==> config.mk <==
export PLATFORM = sky130hd
export DESIGN_NAME = sync_frame_sum_check_receiver_core
export DESIGN_NICKNAME = d
export VERILOG_FILES = /design/src/hw/rtl/sfsc_pkg.sv /design/src/hw/rtl/sync_frame_sum_check_receiver_core.sv /design/src/hw/rtl/sfsc_front.sv /design/src/hw/rtl/sfsc_job_queue.sv /design/src/hw/rtl/sfsc_back.sv
export SDC_FILE = /design/constraint.sdc
export NUM_CORES = 1
export LEC_CHECK = 0
export BUFFER_PORTS_ARGS = -buffer_cell sky130_fd_sc_hd__buf_2
export CORE_MARGIN = 2
export CORE_UTILIZATION = 30
export CTS_CLUSTER_SIZE = 28
export DETAILED_ROUTE_END_ITERATION = 8
export GPL_ROUTABILITY_DRIVEN = 0
export HOLD_SLACK_MARGIN = 0.03
export PLACE_DENSITY = 0.53
export SLEW_MARGIN = 20
export SYNTH_ARGS = -nofsm -noshare
export SYNTH_HDL_FRONTEND = slang
export SYNTH_SLANG_ARGS = --single-unit
==> constraint.sdc <==
create_clock -name clk -period 4.15 [get_ports clk]
set_input_delay 0.6225 -clock clk [delete_from_list [all_inputs] [get_ports clk]]
set_output_delay 0.6225 -clock clk [all_outputs]
set_load 0.01 [all_outputs]
==> src/hw/rtl/sfsc_pkg.sv <==
// Package of the sync frame receiver: sizes, status codes, job and write types.
// Depends on nothing; used by every module of the block.
package sfsc_pkg;

  localparam int MAX_PAYLOAD = 15;
  localparam logic [7:0] SYNC_BYTE = 8'hFF;
  localparam int SUM_W = 16;
  localparam int IDX_W = 5;
  localparam int LEN_W = $clog2(MAX_PAYLOAD + 1);
  localparam int PIDX_W = LEN_W;
  localparam int POS_W = $clog2(MAX_PAYLOAD + 5);
  localparam int MEM_DEPTH = 2 * MAX_PAYLOAD;
  localparam int MADDR_W = $clog2(MEM_DEPTH);

  typedef enum logic [1:0] {
    ST_GOOD    = 2'd0,
    ST_SUM_ERR = 2'd1,
    ST_LEN_ERR = 2'd2
  } status_t;

  typedef enum logic [1:0] {
    BK_IDLE,
    BK_LEN,
    BK_PAY
  } back_state_t;

  typedef struct packed {
    status_t              status;
    logic                 bufsel;
    logic [7:0]           cmd;
    logic [LEN_W-1:0]     len;
  } job_t;

  typedef struct packed {
    logic                 we;
    logic                 bufsel;
    logic [PIDX_W-1:0]    addr;
    logic [7:0]           data;
  } pay_wr_t;

endpackage

==> src/hw/rtl/sync_frame_sum_check_receiver_core.sv <==
// Top level of the sync frame receiver with additive checksum.
// Depends on sfsc_pkg, sfsc_front, sfsc_job_queue and sfsc_back.
//
//   Channel  Handshake        Payload
//   input    push / full      rx_byte
//   result   pop / empty      data_byte, byte_index, last, status
//
// A byte is taken when push is high and full is low. A frame's job enters
// the queue on the cycle of its last byte: the low checksum byte, or the
// length byte when the length is too large.
// The first item of a job reaches the result ports through the queue and the
// output register. A good frame gives length + 2 items, one per cycle while
// pop is high; an error gives one item. The emission sequencer sets this rate.
// full is high while two jobs are held in the queue, the one being played out
// included. rst is synchronous and empties the queue and the output register.
module sync_frame_sum_check_receiver_core (
  input  logic        clk,
  input  logic        rst,
  input  logic        push,
  output logic        full,
  input  logic [7:0]  rx_byte,
  output logic        empty,
  input  logic        pop,
  output logic [7:0]  data_byte,
  output logic [4:0]  byte_index,
  output logic        last,
  output logic [1:0]  status
);

  logic               accept;
  logic               job_push;
  sfsc_pkg::job_t     job;
  sfsc_pkg::pay_wr_t  pay_wr;
  logic               head_valid;
  sfsc_pkg::job_t     head;
  logic               q_pop;
  logic               out_valid;

  assign accept = push && !full;
  assign empty = !out_valid;

  sfsc_front u_front (
    .clk      (clk),
    .rst      (rst),
    .accept   (accept),
    .rx_byte  (rx_byte),
    .job_push (job_push),
    .job      (job),
    .pay_wr   (pay_wr)
  );

  sfsc_job_queue u_queue (
    .clk        (clk),
    .rst        (rst),
    .push       (job_push),
    .push_job   (job),
    .pop        (q_pop),
    .full       (full),
    .head_valid (head_valid),
    .head       (head)
  );

  sfsc_back u_back (
    .clk        (clk),
    .rst        (rst),
    .pay_wr     (pay_wr),
    .head_valid (head_valid),
    .head       (head),
    .q_pop      (q_pop),
    .pop        (pop),
    .out_valid  (out_valid),
    .data_byte  (data_byte),
    .byte_index (byte_index),
    .last       (last),
    .status     (status)
  );

endmodule

==> src/hw/rtl/sfsc_front.sv <==
// Front part: parses received bytes, keeps the checksum and payload writes,
// and posts one job per finished frame. Depends on sfsc_pkg.
module sfsc_front (
  input  logic                 clk,
  input  logic                 rst,
  input  logic                 accept,
  input  logic [7:0]           rx_byte,
  output logic                 job_push,
  output sfsc_pkg::job_t       job,
  output sfsc_pkg::pay_wr_t    pay_wr
);

  localparam logic [sfsc_pkg::POS_W-1:0] POS_HUNT = sfsc_pkg::POS_W'(0);
  localparam logic [sfsc_pkg::POS_W-1:0] POS_CMD  = sfsc_pkg::POS_W'(1);
  localparam logic [sfsc_pkg::POS_W-1:0] POS_LEN  = sfsc_pkg::POS_W'(2);
  localparam logic [sfsc_pkg::POS_W-1:0] POS_DATA = sfsc_pkg::POS_W'(3);

  logic [sfsc_pkg::POS_W-1:0] position, position_next;
  logic [sfsc_pkg::LEN_W-1:0] frame_length, frame_length_next;
  logic [7:0]                 command_byte, command_byte_next;
  logic [sfsc_pkg::SUM_W-1:0] running_sum, running_sum_next;
  logic [7:0]                 check_high, check_high_next;
  logic                       wr_sel, wr_sel_next;
  logic [sfsc_pkg::POS_W-1:0] k;
  logic [sfsc_pkg::SUM_W-1:0] sum_add, sum_adj;
  logic                       sum_ok;

  always_comb begin
    k = position - POS_DATA;
    sum_add = running_sum + sfsc_pkg::SUM_W'(rx_byte);
    sum_adj = (running_sum[7:0] == 8'hFF) ? {running_sum[sfsc_pkg::SUM_W-2:0], 1'b0}
                                          : running_sum;
    sum_ok = (sum_adj == {check_high, rx_byte});
  end

  always_comb begin
    position_next = position;
    frame_length_next = frame_length;
    command_byte_next = command_byte;
    running_sum_next = running_sum;
    check_high_next = check_high;
    wr_sel_next = wr_sel;
    job_push = 1'b0;
    job.status = sfsc_pkg::ST_GOOD;
    job.bufsel = wr_sel;
    job.cmd = command_byte;
    job.len = frame_length;
    pay_wr.we = 1'b0;
    pay_wr.bufsel = wr_sel;
    pay_wr.addr = k[sfsc_pkg::PIDX_W-1:0];
    pay_wr.data = rx_byte;
    if (accept) begin
      priority if (rx_byte == sfsc_pkg::SYNC_BYTE) begin
        position_next = POS_CMD;
        running_sum_next = sfsc_pkg::SUM_W'(sfsc_pkg::SYNC_BYTE);
      end else if (position == POS_HUNT) begin
        position_next = POS_HUNT;
      end else if (position == POS_CMD) begin
        command_byte_next = rx_byte;
        running_sum_next = sum_add;
        position_next = POS_LEN;
      end else if (position == POS_LEN) begin
        if (rx_byte > 8'(sfsc_pkg::MAX_PAYLOAD)) begin
          position_next = POS_HUNT;
          job_push = 1'b1;
          job.status = sfsc_pkg::ST_LEN_ERR;
        end else begin
          frame_length_next = rx_byte[sfsc_pkg::LEN_W-1:0];
          running_sum_next = sum_add;
          position_next = POS_DATA;
        end
      end else if (k < sfsc_pkg::POS_W'(frame_length)) begin
        pay_wr.we = 1'b1;
        running_sum_next = sum_add;
        position_next = position + sfsc_pkg::POS_W'(1);
      end else if (k == sfsc_pkg::POS_W'(frame_length)) begin
        check_high_next = rx_byte;
        position_next = position + sfsc_pkg::POS_W'(1);
      end else begin
        position_next = POS_HUNT;
        job_push = 1'b1;
        if (sum_ok) begin
          wr_sel_next = ~wr_sel;
        end else begin
          job.status = sfsc_pkg::ST_SUM_ERR;
        end
      end
    end
  end

  always_ff @(posedge clk) begin
    if (rst) begin
      position <= POS_HUNT;
      frame_length <= '0;
      running_sum <= '0;
      wr_sel <= 1'b0;
    end else begin
      position <= position_next;
      frame_length <= frame_length_next;
      running_sum <= running_sum_next;
      wr_sel <= wr_sel_next;
    end
  end

  always_ff @(posedge clk) begin
    command_byte <= command_byte_next;
    check_high <= check_high_next;
  end

endmodule

==> src/hw/rtl/sfsc_job_queue.sv <==
// Two-entry queue of frame jobs between the front and back parts.
// Depends on sfsc_pkg.
module sfsc_job_queue (
  input  logic                 clk,
  input  logic                 rst,
  input  logic                 push,
  input  sfsc_pkg::job_t       push_job,
  input  logic                 pop,
  output logic                 full,
  output logic                 head_valid,
  output sfsc_pkg::job_t       head
);

  sfsc_pkg::job_t entry [2];
  logic           wptr, rptr;
  logic [1:0]     count;

  assign full = (count == 2'd2);
  assign head_valid = (count != 2'd0);
  assign head = entry[rptr];

  always_ff @(posedge clk) begin
    if (rst) begin
      wptr <= 1'b0;
      rptr <= 1'b0;
      count <= 2'd0;
    end else begin
      if (push) begin
        wptr <= ~wptr;
      end
      if (pop) begin
        rptr <= ~rptr;
      end
      count <= count + 2'(push) - 2'(pop);
    end
  end

  always_ff @(posedge clk) begin
    if (push) begin
      entry[wptr] <= push_job;
    end
  end

endmodule

==> src/hw/rtl/sfsc_back.sv <==
// Back part: holds the two payload buffers and plays each job out as result
// items into the output register. Depends on sfsc_pkg.
module sfsc_back (
  input  logic                 clk,
  input  logic                 rst,
  input  sfsc_pkg::pay_wr_t    pay_wr,
  input  logic                 head_valid,
  input  sfsc_pkg::job_t       head,
  output logic                 q_pop,
  input  logic                 pop,
  output logic                 out_valid,
  output logic [7:0]           data_byte,
  output logic [sfsc_pkg::IDX_W-1:0] byte_index,
  output logic                 last,
  output logic [1:0]           status
);

  sfsc_pkg::back_state_t         state, state_next;
  logic [sfsc_pkg::PIDX_W-1:0]   pidx, pidx_next;
  logic [7:0]                    mem [sfsc_pkg::MEM_DEPTH];
  logic [7:0]                    rd_data;
  logic [sfsc_pkg::MADDR_W-1:0]  waddr, raddr;
  logic                          load, out_load, pay_last, len_zero;
  logic [7:0]                    data_next;
  logic [sfsc_pkg::IDX_W-1:0]    index_next;
  logic                          last_next;
  sfsc_pkg::status_t             status_next;

  assign load = !out_valid || pop;
  assign pay_last = ((pidx + sfsc_pkg::PIDX_W'(1)) == head.len);
  assign len_zero = (head.len == '0);

  always_comb begin
    state_next = state;
    unique case (state)
      sfsc_pkg::BK_IDLE: begin
        if (head_valid && load && head.status == sfsc_pkg::ST_GOOD) begin
          state_next = sfsc_pkg::BK_LEN;
        end
      end
      sfsc_pkg::BK_LEN: begin
        if (load) begin
          state_next = len_zero ? sfsc_pkg::BK_IDLE : sfsc_pkg::BK_PAY;
        end
      end
      sfsc_pkg::BK_PAY: begin
        if (load && pay_last) begin
          state_next = sfsc_pkg::BK_IDLE;
        end
      end
      default: state_next = sfsc_pkg::BK_IDLE;
    endcase
  end

  always_comb begin
    out_load = 1'b0;
    q_pop = 1'b0;
    pidx_next = pidx;
    data_next = 8'd0;
    index_next = '0;
    last_next = 1'b1;
    status_next = sfsc_pkg::ST_GOOD;
    unique case (state)
      sfsc_pkg::BK_IDLE: begin
        if (head_valid && load) begin
          out_load = 1'b1;
          if (head.status == sfsc_pkg::ST_GOOD) begin
            data_next = head.cmd;
            last_next = 1'b0;
          end else begin
            status_next = head.status;
            q_pop = 1'b1;
          end
        end
      end
      sfsc_pkg::BK_LEN: begin
        pidx_next = '0;
        if (load) begin
          out_load = 1'b1;
          data_next = 8'(head.len);
          index_next = sfsc_pkg::IDX_W'(1);
          last_next = len_zero;
          q_pop = len_zero;
        end
      end
      sfsc_pkg::BK_PAY: begin
        if (load) begin
          out_load = 1'b1;
          data_next = rd_data;
          index_next = sfsc_pkg::IDX_W'(pidx) + sfsc_pkg::IDX_W'(2);
          last_next = pay_last;
          q_pop = pay_last;
          pidx_next = pidx + sfsc_pkg::PIDX_W'(1);
        end
      end
      default: out_load = 1'b0;
    endcase
  end

  always_comb begin
    waddr = pay_wr.bufsel
          ? sfsc_pkg::MADDR_W'(sfsc_pkg::MAX_PAYLOAD) + sfsc_pkg::MADDR_W'(pay_wr.addr)
          : sfsc_pkg::MADDR_W'(pay_wr.addr);
    raddr = head.bufsel
          ? sfsc_pkg::MADDR_W'(sfsc_pkg::MAX_PAYLOAD) + sfsc_pkg::MADDR_W'(pidx_next)
          : sfsc_pkg::MADDR_W'(pidx_next);
  end

  always_ff @(posedge clk) begin
    if (pay_wr.we) begin
      mem[waddr] <= pay_wr.data;
    end
    rd_data <= mem[raddr];
  end

  always_ff @(posedge clk) begin
    if (rst) begin
      state <= sfsc_pkg::BK_IDLE;
      pidx <= '0;
      out_valid <= 1'b0;
    end else begin
      state <= state_next;
      pidx <= pidx_next;
      if (out_load) begin
        out_valid <= 1'b1;
      end else if (pop) begin
        out_valid <= 1'b0;
      end
    end
  end

  always_ff @(posedge clk) begin
    if (out_load) begin
      data_byte <= data_next;
      byte_index <= index_next;
      last <= last_next;
      status <= 2'(status_next);
    end
  end

endmodule

[Word level (Yosys, flattened, before mapping)]
Memories as Yosys holds them, arrays and structs flattened. A register that Yosys moved wholly into a read port is not among the register bits.
Index checks and enable logic that the tools add are counted.
Storage, ports and cells
  flip-flop bits (word level): 69
  logic and storage cells: 152
  memories kept: 2
  output and inout bits: 18
  RAM bits: 270
Memories
  u_back.mem: words 30, width 8, rd ports 1, clocked after memory_dff 1, write ports 1, line sfsc_back.sv:20  | logic [7:0] mem [sfsc_pkg::MEM_DEPTH];
  u_queue.entry: words 2, width 15, rd ports 1, clocked after memory_dff 1, write ports 1, line sfsc_job_queue.sv:14  | sfsc_pkg::job_t entry [2];
Operators by class
  bitwise gates (word level): 12
  equality and inequality tests: 15
  multiplexer cells: 74
  reduce and logical (&&, ||, !) cells: 22
  add/sub/neg operators: 9
  magnitude comparators: 2
Operators by type and width (number)
  16-bit two-way mux: 7
  5-bit two-way mux: 9
  1-bit two-way mux: 33
  2-bit two-way mux: 13
  8-bit two-way mux: 3
  8-bit one-hot mux with 3 select lines: 1
  16-bit by 8-bit adder with 16-bit output: 1
  16-bit == test: 1
  8-bit == test (second input constant): 2
  1-bit inverter: 12
  4-bit by 4-bit adder with 5-bit output (first input constant): 2
  5-bit one-hot mux with 2 select lines: 1
  8-bit by 4-bit greater-than comparator with 1-bit output (second input constant): 1
  4-bit two-way mux: 2
  2-bit by 1-bit != test with 1-bit output (second input constant): 4
  4-bit one-hot mux with 2 select lines: 1
  4-bit AND reduction: 2
  8-bit AND reduction: 1
  7-bit AND reduction: 1
  1-bit one-hot mux with 3 select lines: 2
  2-bit one-hot mux with 3 select lines: 1
  6-bit AND reduction: 1
  4-bit by 2-bit adder with 5-bit output (second input constant): 1
  5-bit by 1-bit adder with 5-bit output (second input constant): 1
  24 further kinds: 31

[Logic depth before layout (Yosys ltp)]
Gate-level depths: netlist (run 1).
  depth after elaboration: 11
  gate-level depth with buffers: 20

[Modules after synthesis]
From an unflattened synthesis (run 1), not the netlist that was laid out.
Second synthesis, totals
  cell total of the unflattened synthesis: 1477
  area total of the unflattened synthesis: 16826.1 sq um
By module, submodules not included
  sfsc_back: instances 1, cells each 1108, area each 12618.4 sq um
  sfsc_front: instances 1, cells each 299, area each 2832.7 sq um
  sfsc_job_queue: instances 1, cells each 68, area each 1357.6 sq um
  sync_frame_sum_check_receiver_core: instances 1, cells each 2, area each 17.5 sq um

[Worst setup path after synthesis (run 1)]
Ideal clock, no wire load.
  kind: in2reg
  start: in pop
  end: reg u_back.rd_data[6], read port of u_back.mem
  slack: 0.418 ns
  cell stages on the path: 16
  setup time: 0.128 ns
  arrival time: 3.604 ns
  path buffers: 5
  cells stage by stage: nor2b_4 -> inv_2 -> ha_1 -> nand3_2 -> nand2_4 -> inv_2 -> buf_6 -> buf_4 -> buf_2 -> ha_1 -> clkbuf_1 -> clkbuf_1 -> mux4_2 -> a32o_1 -> nor3_1 -> nor3_2
On the way
  cells in the longest elaborated chain, start to end: 5
RTL lines
  from (decl): line sync_frame_sum_check_receiver_core.sv:23  | input logic pop,
  1-bit logical OR (*): line sfsc_back.sv:29  | assign load = !out_valid || pop;
  4-bit two-way mux (*): line sfsc_back.sv:87  | if (load) begin
  4-bit one-hot mux with 2 select lines (*): line sfsc_back.sv:63  | unique case (state)
  4-bit by 4-bit adder with 5-bit output: line sfsc_back.sv:105  | ? sfsc_pkg::MADDR_W'(sfsc_pkg::MAX_PAYLOAD) + sfsc_pkg::MADDR_W'(pidx_next)
  5-bit two-way mux (*): line sfsc_back.sv:105
  to (decl): line sfsc_back.sv:21  | logic [7:0] rd_data;
Mark *: on every way between the ends. The rest lies on a longest branch, timed or not.
A chain may end at the register's enable or synchronous reset.

[Worst setup path in the final report (run 1)]
  start: reg u_front.position[0] (netlist bit)
  end: mem u_back.mem[26][7], enable pin
On the way
  cells in the longest elaborated chain, start to end: 10
  elaborated cells between the ends (all ways): 15
  those cells by class: 2 x add/sub; 1 x order compare; 2 x eq/ne; 9 x mux; 1 x reduce/logical
RTL lines
  from (decl): line sfsc_front.sv:18  | logic [sfsc_pkg::POS_W-1:0] position, position_next;
  from (signal assigned): line sfsc_front.sv:98  | position <= position_next;
  5-bit by 2-bit subtractor with 5-bit output: line sfsc_front.sv:29  | k = position - POS_DATA;
  5-bit by 4-bit less-than comparator with 1-bit output: line sfsc_front.sv:72  | end else if (k < sfsc_pkg::POS_W'(frame_length)) begin
  1-bit two-way mux: line sfsc_front.sv:72
  1-bit two-way mux: line sfsc_front.sv:62  | end else if (position == POS_LEN) begin
  1-bit two-way mux: line sfsc_front.sv:58  | end else if (position == POS_CMD) begin
  1-bit two-way mux: line sfsc_front.sv:56  | end else if (position == POS_HUNT) begin
  1-bit two-way mux: line sfsc_front.sv:53  | priority if (rx_byte == sfsc_pkg::SYNC_BYTE) begin
  1-bit two-way mux: line sfsc_front.sv:52  | if (accept) begin
  1-bit two-way mux: line sfsc_back.sv:110  | if (pay_wr.we) begin
  1-bit two-way mux (implied by the code): line sfsc_back.sv:111  | mem[waddr] <= pay_wr.data;
  to (decl): line sfsc_back.sv:20
Several ways; a longest one is shown, not always the timed one.

==> flow_metrics.py, run 1 <==
metrics = {
    "synth": {
        "synth_cells": 1223,
        "synth_top_area_cell": "edfxtp_1",
        "synth_area_per_cell_um2": 13.0,
        "syn-cell-area_mm2": 0.0159,
        "yosysMostFrequentCell": "edfxtp_1",
        "yosys_warnings": 0,
        "synth_area_leaders": "edfxtp_1 (57%), dfxtp_1 (5.8%), mux4_2 (3.4%), nand2_1 (3.2%), mux2i_1 (2.5%)",
        "synth_edf_count": 302,
        "syn-num-nets": 1262,
        "synth_seq_cells": 348,
        "synth.top_cells.by_count": "edfxtp_1 (302), nand2_1 (136), nor2_1 (102)",
        "synth_top_cell_area_share_pct": 57.1,
        "synth_flop_cell": "edfxtp_1",
        "ys_types": 78,
        "synth-async-reset-ratio_pct": 0,
        "ys_seq_area_share_pct": 62.9,
    },
    "floorplanning": {
        "initial_core_util_pct": 30.3,
        "dieWidth_um": 234,
        "dieHeight_um": 234,
        "rows": 84,
        "core_mm2": 0.0524,
        "io_pins": 30,
        "dieArea_mm2": 0.0548,
    },
    "timing": {
        "postLayoutSetupSlackWorst_ns": 0.349,
        "fin_setup_tns_ns": 0,
        "worst-slew-pin-transition_ns": 0.827,
        "fmax_ghz": 0.263,
        "period_share_pct": 91.6,
        "slew_headroom_pct": 44.6,
        "min_period_ns": 3.80,
        "finalHoldViolations": 0,
        "clock_skew_ns": 0.0239,
        "maxSlewViolCount": 0,
        "setup_viol": 0,
        "rsz0062_at_grt": "false",
    },
    "power_and_ir_drop": {
        "ir_drop_mv": 0.237,
        "pwr_density_cell_mw_per_mm2": 486,
        "power_leakage_uw": 0.00604,
        "power_uw": 8910,
    },
    "global_routing": {
        "grt_max_degree": 53,
        "track_usage_pct": 16.0,
        "grt_pass1_vias": 10500,
        "grt_overflow": 0,
        "antenna_found_initial": 1,
        "grt_first_pass_wirelength_mm": 65.7,
    },
    "clock_tree": {
        "clockBufferDepth": 3,
        "cts.sinks": 348,
        "numCtsBuffers": 39,
        "ctsHtreeMaxLevel": 2,
        "postCtsHoldBufs": 0,
        "root_buffer": "clkbuf_16",
        "cts_tree": "yes",
        "clk_pin_slew_ns": 0.06,
        "post_cts_resized": 0,
        "post_cts_buffers": 0,
        "clk_latency_ns": 0.55,
    },
    "worst_setup_path": {
        "rr_startpoint": "u_front.position[0]",
        "cp-end-kind": "flip-flop",
        "cp-start-kind": "flip-flop",
        "crit_type": "reg2reg",
        "reg2reg_to": "u_back.mem[26][7]",
        "cp.arrival_ns": 3.97,
        "reg2reg_slack_ns": 0.35,
        "crit_fanout": 12,
        "r2r_cells": 10,
        "worstPathRequired_ns": 4.32,
    },
    "route": {
        "wl_mm": 43.5,
        "highest-signal-layer": "met4",
        "vias": 10500,
        "drc": 0,
        "post_drt_wl_per_cell_um": 21.6,
        "met2_length_mm": 21.6,
        "firstDrtPassIters": 5,
        "drt_iter0_drc": 945,
        "ant_nets": 0,
        "wl_met3_mm": 2.22,
        "vias_per_cell": 5.21,
        "routedLengthMet1_mm": 18.6,
    },
    "cells_and_area": {
        "area_growth_pct": 15.3,
        "fin_util_pct": 34.9,
        "diodes": 0,
        "nets": 1337,
        "drive_above_1_share_pct": 17.4,
        "stdcell_count": 2016,
    },
    "min_path": {
        "hold_path_end": "u_queue.entry[0][10]",
        "holdCritStartpoint": "u_front.command_byte[6]",
        "hold_class": "reg2reg",
        "hold_depth": 0,
    },
    "placement": {
        "port_buffers": 29,
        "dp_hpwl_mm": 28.5,
        "place_inst": 1945,
        "place_ws_ns": 0.155,
    },
    "outcome": {
        "outcome": "completed",
    },
    "run": {
        "cap_violations": 0,
    },
}
==> where the power goes <==
part	switching [µW]	leakage, µW	internal, µW
clock network	1390	0.000605	1920
logic	959	0.00235	535
registers	120	0.00309	3980
total	2470	0.00604	6430
==> worst max path at each step <==
stage | start | end | slack (ns)
floorplan | pop | u_back.rd_data[6] | 0.42
global route | u_front.position[0] | u_back.mem[3][6] | 0.11
CTS | u_front.position[0] | u_back.mem[24][7] | 0.15
finish | u_front.position[0] | u_back.mem[26][7] | 0.35
global placement | u_front.position[0] | u_back.mem[3][5] | 0.24
detailed placement | u_front.position[0] | u_back.mem[3][5] | 0.15
==> logic make-up (layout without fill, tap and decap cells) <==
logic type,after synthesis,count (layout),share of synthesized area [%]
simple gates,399,399,11.9
buf+inv,84,189,2.49
mux,81,81,7.14
compound gates,234,234,10.5
xor+xnor,50,50,2.88
fa+ha+maj,27,27,2.17
flops,348,348,62.9
==> sequential cells by signal, indices dropped and copies added, names as in the netlist, 4 cells and up, named ones only <==
name,cells
u_back.byte_index,5
u_back.data_byte,8
u_back.mem,240
u_back.pidx,4
u_back.rd_data,8
u_front.check_high,8
u_front.command_byte,8
u_front.frame_length,4
u_front.position,5
u_front.running_sum,16
u_queue.entry,30
==> placed cells by master (no fill, tap or decap), types with 6 or more instances in the layout <==
cell type,n
nor2b_1,9
nand2b_1,9
nand4_1,15
xnor2_1,25
nor4_1,7
buf_2,29
inv_1,21
clkbuf_1,11
nand2_1,136
edfxtp_1,302
nand3_1,51
o21a_1,6
ha_1,26
nor2_1,99
o211ai_1,21
clkinv_2,10
mux2_2,18
mux2i_1,38
o31ai_1,7
o21ai_0,35
clkbuf_16,41
dfxtp_1,46
a21oi_1,40
o22ai_1,37
nor3_1,21
xor2_1,24
a32o_1,9
nor2_2,6
buf_4,65
a22oi_1,10
mux4_2,24
nor3_2,7
a221oi_1,10
and2_1,12
==> metrics by stage <==
step	hold WS (ns)	area, µm²
3_5_place_dp	0.431	17100
4_1_cts	0.445	18300
5_1_grt	0.460	18300
3_3_place_gp	0.423	17100
2_1_floorplan	0.421	15900
6_report	0.446	18300
==> critical path: stages, from the launching register on <==
cell     delay [ns]
dfxtp_1        0.58
inv_1          0.15
ha_1           0.44
ha_1           0.33
nor2b_1        0.14
o21a_1         0.16
o21a_1         0.19
nor4_1         0.47
and2_1         0.23
nand2_1        0.25
nor2_2         0.49
==> final cells by class <==
class,count,area [µm²]
Clock inverter,17,128
Clock buffer,54,1090
Multi-Input combinational cell,791,5520
Sequential cell,348,9990
Timing Repair Buffer,94,633
Fill cell,5048,34100
Inverter,24,90.1
Tap cell,688,861
==> per-layer routing <==
metal	up-vias	global-route usage [%]
li1	4834	-
met1	5245	20.9
met2	350	27.3
met3	70	2.04
met4	0	5.44
met5	-	0
Power figures use the tool's default switching activity.
==> inputs of run 2 (changes only) <==
- ABC_AREA: unset -> 1
- SYNTH_HIERARCHICAL: unset -> 1
- clock period: 4.15 -> 4.7 ns (I/O delays scaled with it)
==> run 2 against run 1 <==
Compared with the run above: clock skew grew 0.0037 ns; sequential cell count is the same; count of clock-buffer cells in the layout shrank 3; die area grew 4.8%; critical endpoint is now u_back/mem[4][5].
==> flow_metrics.py, run 2 <==
metrics = {
    "power_and_ir_drop": {
        "power_leakage_uw": 0.00789,
        "power.internal_uw": 6560,
        "switching_power_uw": 4290,
        "pwr_density_cell_mw_per_mm2": 572,
        "pwr-share-comb_pct": 37.0,
        "power_frac_clock_pct": 29.1,
        "ir_drop_mv": 0.341,
        "swShare_pct": 39.5,
        "seq_power_share_pct": 33.9,
    },
    "route": {
        "wl_mm": 43.1,
        "post_drt_wl_per_cell_um": 16.6,
        "firstDrtPassIters": 7,
        "ant_nets": 0,
        "vias_per_cell": 4.63,
        "drc": 0,
        "vias": 12000,
        "drt_iter0_drc": 815,
    },
    "timing": {
        "period_share_pct": 75.8,
        "postLayoutSetupSlackWorst_ns": 1.14,
        "worst-slew-pin-transition_ns": 0.998,
        "slew_headroom_pct": 33.2,
        "min_period_ns": 3.56,
        "setup_viol": 0,
        "maxSlewViolCount": 0,
        "rsz0062_at_grt": "false",
        "clock_skew_ns": 0.0276,
        "fin_setup_tns_ns": 0,
        "finalHoldViolations": 0,
        "fmax_ghz": 0.281,
    },
    "worst_setup_path": {
        "cp-start-kind": "flip-flop",
        "reg2reg_to": "u_back/mem[4][5]",
        "critical_path.most_common_cell": "nor2_1",
        "path_cells": "ha_1 > nor2_1 > nor2_1 > inv_1 > ha_1 > a21oi_1 > or2_2 > nand4_1 > nor2_1 > nand3_1 > nor2_1",
        "crit_type": "reg2reg",
        "rr_startpoint": "u_front/position[0]",
        "worst_path_largest_cell_delay_ns": 0.81,
        "crit_fanout": 8,
        "cp-end-kind": "flip-flop",
        "cp.arrival_ns": 3.76,
        "reg2reg_slack_ns": 1.14,
        "worstPathRequired_ns": 4.89,
        "slowest_stage": "nor2_1",
        "r2r_cells": 11,
        "path_delay_family": "simple AND/OR/NAND/NOR gates",
        "worst-path-buf-inv": 1,
    },
    "cells_and_area": {
        "largest_reg_flops": 240,
        "layout_commonest_cell": "nand2_1",
        "n_fill_cell": 5627,
        "multi_input_area_mm2": 0.00539,
        "largestRegisters": "u_back/mem: 240 flops, u_queue/entry: 30 flops, u_front/running_sum: 16 flops",
        "max_flop_register": "u_back/mem",
        "register_area_mm2": 0.00999,
        "area_growth_pct": 13.9,
        "layout_common_cells": "nand2_1 (608), edfxtp_1 (302), inv_1 (216), nand3_1 (194), nor2_1 (101)",
        "diodes": 0,
        "drive_above_1_share_pct": 11.1,
        "nets": 1854,
    },
    "synth": {
        "synth_cells": 1768,
        "synth_top_cell_area_share_pct": 54.4,
        "ys_seq_area_share_pct": 60.0,
        "synth_edf_count": 302,
        "ys_types": 48,
        "synth_top_area_cell": "edfxtp_1",
        "synth_area_leaders": "edfxtp_1 (54%), nand2_1 (14%), nand3_1 (5.8%), dfxtp_1 (5.5%), inv_1 (4.9%)",
        "syn-cell-area_mm2": 0.0167,
        "yosysMostFrequentCell": "nand2_1",
        "yosys_warnings": 6,
        "synth_flop_cell": "edfxtp_1",
        "syn-num-nets": 1808,
        "synth_seq_cells": 348,
        "synth-async-reset-ratio_pct": 0,
        "synth.top_cells.by_count": "nand2_1 (610), edfxtp_1 (302), inv_1 (216)",
        "synth_area_per_cell_um2": 9.42,
    },
    "floorplanning": {
        "dieArea_mm2": 0.0574,
        "core_mm2": 0.0550,
        "io_pins": 30,
        "dieHeight_um": 240,
        "dieWidth_um": 240,
        "initial_core_util_pct": 30.3,
        "rows": 86,
    },
    "global_routing": {
        "grt_first_pass_wirelength_mm": 66.7,
        "grt_overflow": 0,
        "antenna_found_initial": 1,
        "track_usage_pct": 15.2,
        "grt_pass1_vias": 11700,
        "grt_max_degree": 62,
    },
    "clock_tree": {
        "ctsHtreeMaxLevel": 2,
        "post_cts_resized": 0,
        "root_buffer": "clkbuf_16",
        "clockBufferDepth": 3,
        "clk_latency_ns": 0.58,
        "post_cts_buffers": 0,
        "clk_pin_slew_ns": 0.06,
        "postCtsHoldBufs": 0,
        "numCtsBuffers": 40,
        "cts_tree": "yes",
        "cts.sinks": 348,
    },
    "min_path": {
        "hold_class": "reg2reg",
        "hold_path_end": "u_queue/entry[1][11]",
        "holdCritStartpoint": "u_front/command_byte[7]",
        "hold_depth": 0,
    },
    "placement": {
        "place_ws_ns": 1.12,
        "dp_hpwl_mm": 27.3,
        "port_buffers": 29,
    },
    "outcome": {
        "outcome": "completed",
    },
    "run": {
        "cap_violations": 0,
    },
}
-- run 2: power by group through the flow --
stage	registers, µW	clock network, µW	logic, µW
6_report	3680	3160	4010
5_1_grt	3690	3330	4450
2_1_floorplan	3720	0	2760
3_3_place_gp	3740	0	3970
3_5_place_dp	3740	0	3970
4_1_cts	3680	3220	3990
-- run 2: routing by layer --
layer	share of wire [%]	routed length [µm]	global-route usage, %
met1	45	19500	20.6
met2	46	20000	24.5
met3	5.4	2330	2.27
met4	3.1	1330	5.63
met5	0	0	0
-- run 2: area by class of cell --
cell class | count | area share [%]
flip-flops and latches | 348 | 52.7
multi-input cells | 1126 | 28.4
clock buffers | 51 | 5.70
well taps | 748 | 4.93
inverters | 227 | 4.51
repair buffers | 71 | 2.49
clock inverters | 23 | 1.31
-- run 2: worst max path at each step --
stage,cells past startpoint,slack (ns),startpoint,endpoint
2_1_floorplan,15,1.54,u_front/position[0],u_queue/entry[0][0]
3_3_place_gp,16,1.17,pop,u_back/rd_data[4]
3_5_place_dp,11,1.12,u_front/position[0],u_back/mem[4][5]
4_1_cts,11,1.12,u_front/position[0],u_back/mem[4][7]
5_1_grt,12,0.86,u_front/position[0],u_back/mem[4][5]
6_report,11,1.14,u_front/position[0],u_back/mem[4][5]
-- run 2: through the flow --
stage          power, µW  area (µm²)  util [%]  hold slack [ns]  cells
6_report           10800       19000      34.5            0.444   2594
5_1_grt            11500       19000      34.5            0.453   2594
4_1_cts            10900       19000      34.5            0.445   2594
3_5_place_dp        7710       17600      32.1            0.431   2520
3_3_place_gp        7710       17600      32.1            0.424   2520
2_1_floorplan       6480       16700         -            0.421   1768
-- run 2: cells by family (layout without fill, tap and decap cells) --
logic type,after synthesis,count (layout),share of synthesized area (%)
AOI/OAI and AO/OA,90,90,2.92
DFF,348,348,60.0
muxes,15,15,1.24
xor gates and xnor gates,17,17,0.894
adders and majority gates,28,28,2.15
buffers and inverters,294,372,7.76
and+or+nand+nor,976,976,25.1
==> inputs of run 3 (changes only) <==
- ABC_AREA: 1 -> 0
- PLACE_DENSITY: 0.53 -> 0.55
- clock period: 4.7 -> 2.9 ns (I/O delays scaled with it)
==> run 3 against run 2 <==
Compared with the run above: maximum frequency is 15% higher; first-iteration DRC count is 54% higher; largest cell class unchanged; global-route usage is 1.3 points higher; critical endpoint is now u_back/rd_data[2]; combinational power down 38%; count of clock-buffer cells in the layout is 1 lower; worst setup slack lost 1.3 ns; the run now ends with negative setup slack left; register-to-register slack got worse by 1.3 ns.
==> flow_metrics.py, run 3 <==
metrics = {
    "placement": {
        "placed_area_mm2": 0.0191,
        "place_ws_ns": -0.771,
        "place_inst": 2330,
        "dp_hpwl_mm": 32.5,
        "port_buffers": 29,
    },
    "min_path": {
        "hold_class": "in2reg",
    },
    "global_routing": {
        "grt_first_pass_wirelength_mm": 73.4,
        "track_usage_pct": 16.5,
        "antenna_found_initial": 0,
        "grt_pass1_vias": 12400,
        "grt_overflow": 0,
        "grt_max_degree": 79,
    },
    "synth": {
        "synth_top_cell_area_share_pct": 53.9,
        "syn-num-nets": 1517,
        "yosys_warnings": 6,
        "synth-async-reset-ratio_pct": 0,
        "synth_area_per_cell_um2": 11.4,
        "syn-cell-area_mm2": 0.0168,
        "synth.top_cells.by_count": "edfxtp_1 (302), nand2_1 (215), nor2_1 (134)",
        "synth_cells": 1477,
        "synth_seq_cells": 348,
        "synth_edf_count": 302,
        "synth_flop_cell": "edfxtp_1",
        "ys_seq_area_share_pct": 59.4,
        "yosysMostFrequentCell": "edfxtp_1",
        "synth_area_leaders": "edfxtp_1 (54%), dfxtp_1 (5.5%), nand2_1 (4.8%), o22ai_1 (4.3%), nor2_1 (3.0%)",
        "ys_types": 95,
        "synth_top_area_cell": "edfxtp_1",
    },
    "clock_tree": {
        "clk_pin_slew_ns": 0.06,
        "ctsHtreeMaxLevel": 2,
        "root_buffer": "clkbuf_16",
        "cts_tree": "yes",
        "clockBufferDepth": 3,
        "cts.sinks": 348,
        "clk_latency_ns": 0.56,
        "numCtsBuffers": 39,
    },
    "outcome": {
        "outcome": "finished with violations",
        "violations": "negative setup slack",
    },
    "cells_and_area": {
        "nets": 1672,
        "largestRegisters": "u_back/mem: 240 flops, u_queue/entry: 30 flops, u_front/running_sum: 16 flops",
        "n_fill_cell": 5330,
        "layout_commonest_cell": "edfxtp_1",
        "stdcell_count": 2411,
        "layout_common_cells": "edfxtp_1 (302), nand2_1 (214), buf_4 (144), nor2_1 (121), o22ai_1 (98)",
        "largest_reg_flops": 240,
        "final_area_mm2": 0.0209,
        "drive_above_1_share_pct": 23.8,
        "max_flop_register": "u_back/mem",
        "area_growth_pct": 24.2,
        "diodes": 0,
    },
    "route": {
        "drt_iter0_drc": 1255,
        "post_drt_wl_per_cell_um": 20.0,
        "vias": 12700,
        "firstDrtPassIters": 8,
        "vias_per_cell": 5.25,
        "wl_mm": 48.1,
        "drc": 0,
        "ant_nets": 0,
    },
    "timing": {
        "setup_viol": 8,
        "period_share_pct": 107,
        "fmax_ghz": 0.324,
        "postLayoutSetupSlackWorst_ns": -0.191,
        "slew_headroom_pct": 35.4,
        "clock_skew_ns": 0.0264,
        "worst-slew-pin-transition_ns": 0.961,
        "finalHoldViolations": 0,
        "maxSlewViolCount": 0,
        "min_period_ns": 3.09,
        "rsz0062_at_grt": "true",
    },
    "power_and_ir_drop": {
        "power_leakage_uw": 0.00719,
        "power.internal_uw": 9680,
        "switching_power_uw": 3500,
        "power_frac_clock_pct": 37.3,
        "ir_drop_mv": 0.392,
        "pwr-share-comb_pct": 18.8,
        "seq_power_share_pct": 44.0,
        "pwr_density_cell_mw_per_mm2": 630,
        "swShare_pct": 26.5,
    },
    "worst_setup_path": {
        "cp.arrival_ns": 3.59,
        "worstPathRequired_ns": 3.40,
        "crit_type": "reg2reg",
        "cp-start-kind": "flip-flop",
        "cp-end-kind": "flip-flop",
        "crit_fanout": 8,
    },
    "floorplanning": {
        "dieArea_mm2": 0.0580,
        "rows": 86,
        "core_mm2": 0.0553,
        "initial_core_util_pct": 30.4,
        "dieHeight_um": 241,
        "dieWidth_um": 241,
        "io_pins": 30,
    },
    "run": {
        "cap_violations": 0,
    },
}
==> run 3: cell types whose count changed after synthesis, sizes merged, moves of 18 or more <==
cell	delta
a211oi	+18
clkbuf	+33
mux2i	+31
nand2	-408
nand4	+30
o22ai	+116
nor2	+22
nand3	-101
inv	-194
==> run 3: final cells by class <==
cell class / count / area (µm²) / area share (%)
Clock buffer: 50 / 1110 / 5.31
Tap cell: 748 / 936 / 4.48
Inverter: 32 / 123 / 0.587
Multi-Input combinational cell: 1005 / 6710 / 32.1
Sequential cell: 348 / 9990 / 47.8
Clock inverter: 22 / 179 / 0.856
Timing Repair Buffer: 206 / 1860 / 8.89
==> run 3: path summary, 6_finish.rpt <==
kind | startpoint | to | slack (ns) | cells past startpoint
max reg2reg | u_back/state[1] | u_back/rd_data[2] | -0.19 | 15
min reg2reg | u_front/command_byte[6] | u_queue/entry[1][10] | 0.45 | 0
min | rx_byte[1] | u_front/command_byte[1] | 0.18 | 1
max | u_back/state[1] | u_back/rd_data[2] | -0.19 | 15
==> run 3: routing by layer <==
layer	wire length, µm	GRT usage (%)	up-vias
li1	-	-	5919
met1	20700	21.6	6248
met2	23400	27.8	400
met3	2630	2.32	92
met4	1340	5.97	0
met5	0	0	-
==> run 3: worst max-delay path, stage by stage (launching register included) <==
cell	delay, ns
dfxtp_2	0.34
inv_2	0.05
ha_4	0.27
nand2_2	0.05
or3_4	0.35
nand2_4	0.09
inv_4	0.04
ha_4	0.27
nand3b_1	0.16
buf_12	0.15
buf_6	0.13
o22ai_1	0.08
nor2_1	0.15
a31oi_2	0.21
a2111oi_4	0.48
mux2_4	0.22
==> run 3: cells by family (layout without fill, tap and decap cells) <==
group / after synthesis / in the layout / synth area share (%)
muxes: 56 / 56 / 3.78
adders and majority gates: 28 / 28 / 2.13
xor gates and xnor gates: 32 / 32 / 1.88
DFF: 348 / 348 / 59.4
and+or+nand+nor: 594 / 594 / 16.8
buffers and inverters: 124 / 310 / 3.57
AOI/OAI and AO/OA: 295 / 295 / 12.5
==> run 3: metrics by stage <==
step	power [µW]	setup TNS [ns]	hold WS (ns)	utilization, %
3_3_place_gp	8120	-4.26	0.424	34.6
4_1_cts	13200	-1.10	0.147	37.4
5_1_grt	13700	-1.78	0.167	37.8
6_report	13200	-0.971	0.180	37.8
2_1_floorplan	7200	-37.91	0.421	-
3_5_place_dp	8150	-4.32	0.431	34.6
==> run 3: power by group through the flow <==
| stage | Combinational, µW | Sequential, µW | Clock, µW |
|---|---|---|---|
| finish | 2470 | 5790 | 4910 |
| global route | 2650 | 5810 | 5200 |
| CTS | 2360 | 5800 | 5020 |
| detailed placement | 2250 | 5900 | 0 |
| global placement | 2230 | 5890 | 0 |
| floorplan | 1290 | 5920 | 0 |
==> run 3: what timing repair did <==
action                                 in CTS  in global routing
setup endpoints to repair                  31                125
hold buffers                                0                  0
pin swaps                                   8                 14
gates cloned                                0                  2
setup buffers                               4                  4
resized for setup                          42                 36
endpoints found under the hold margin       0                  0
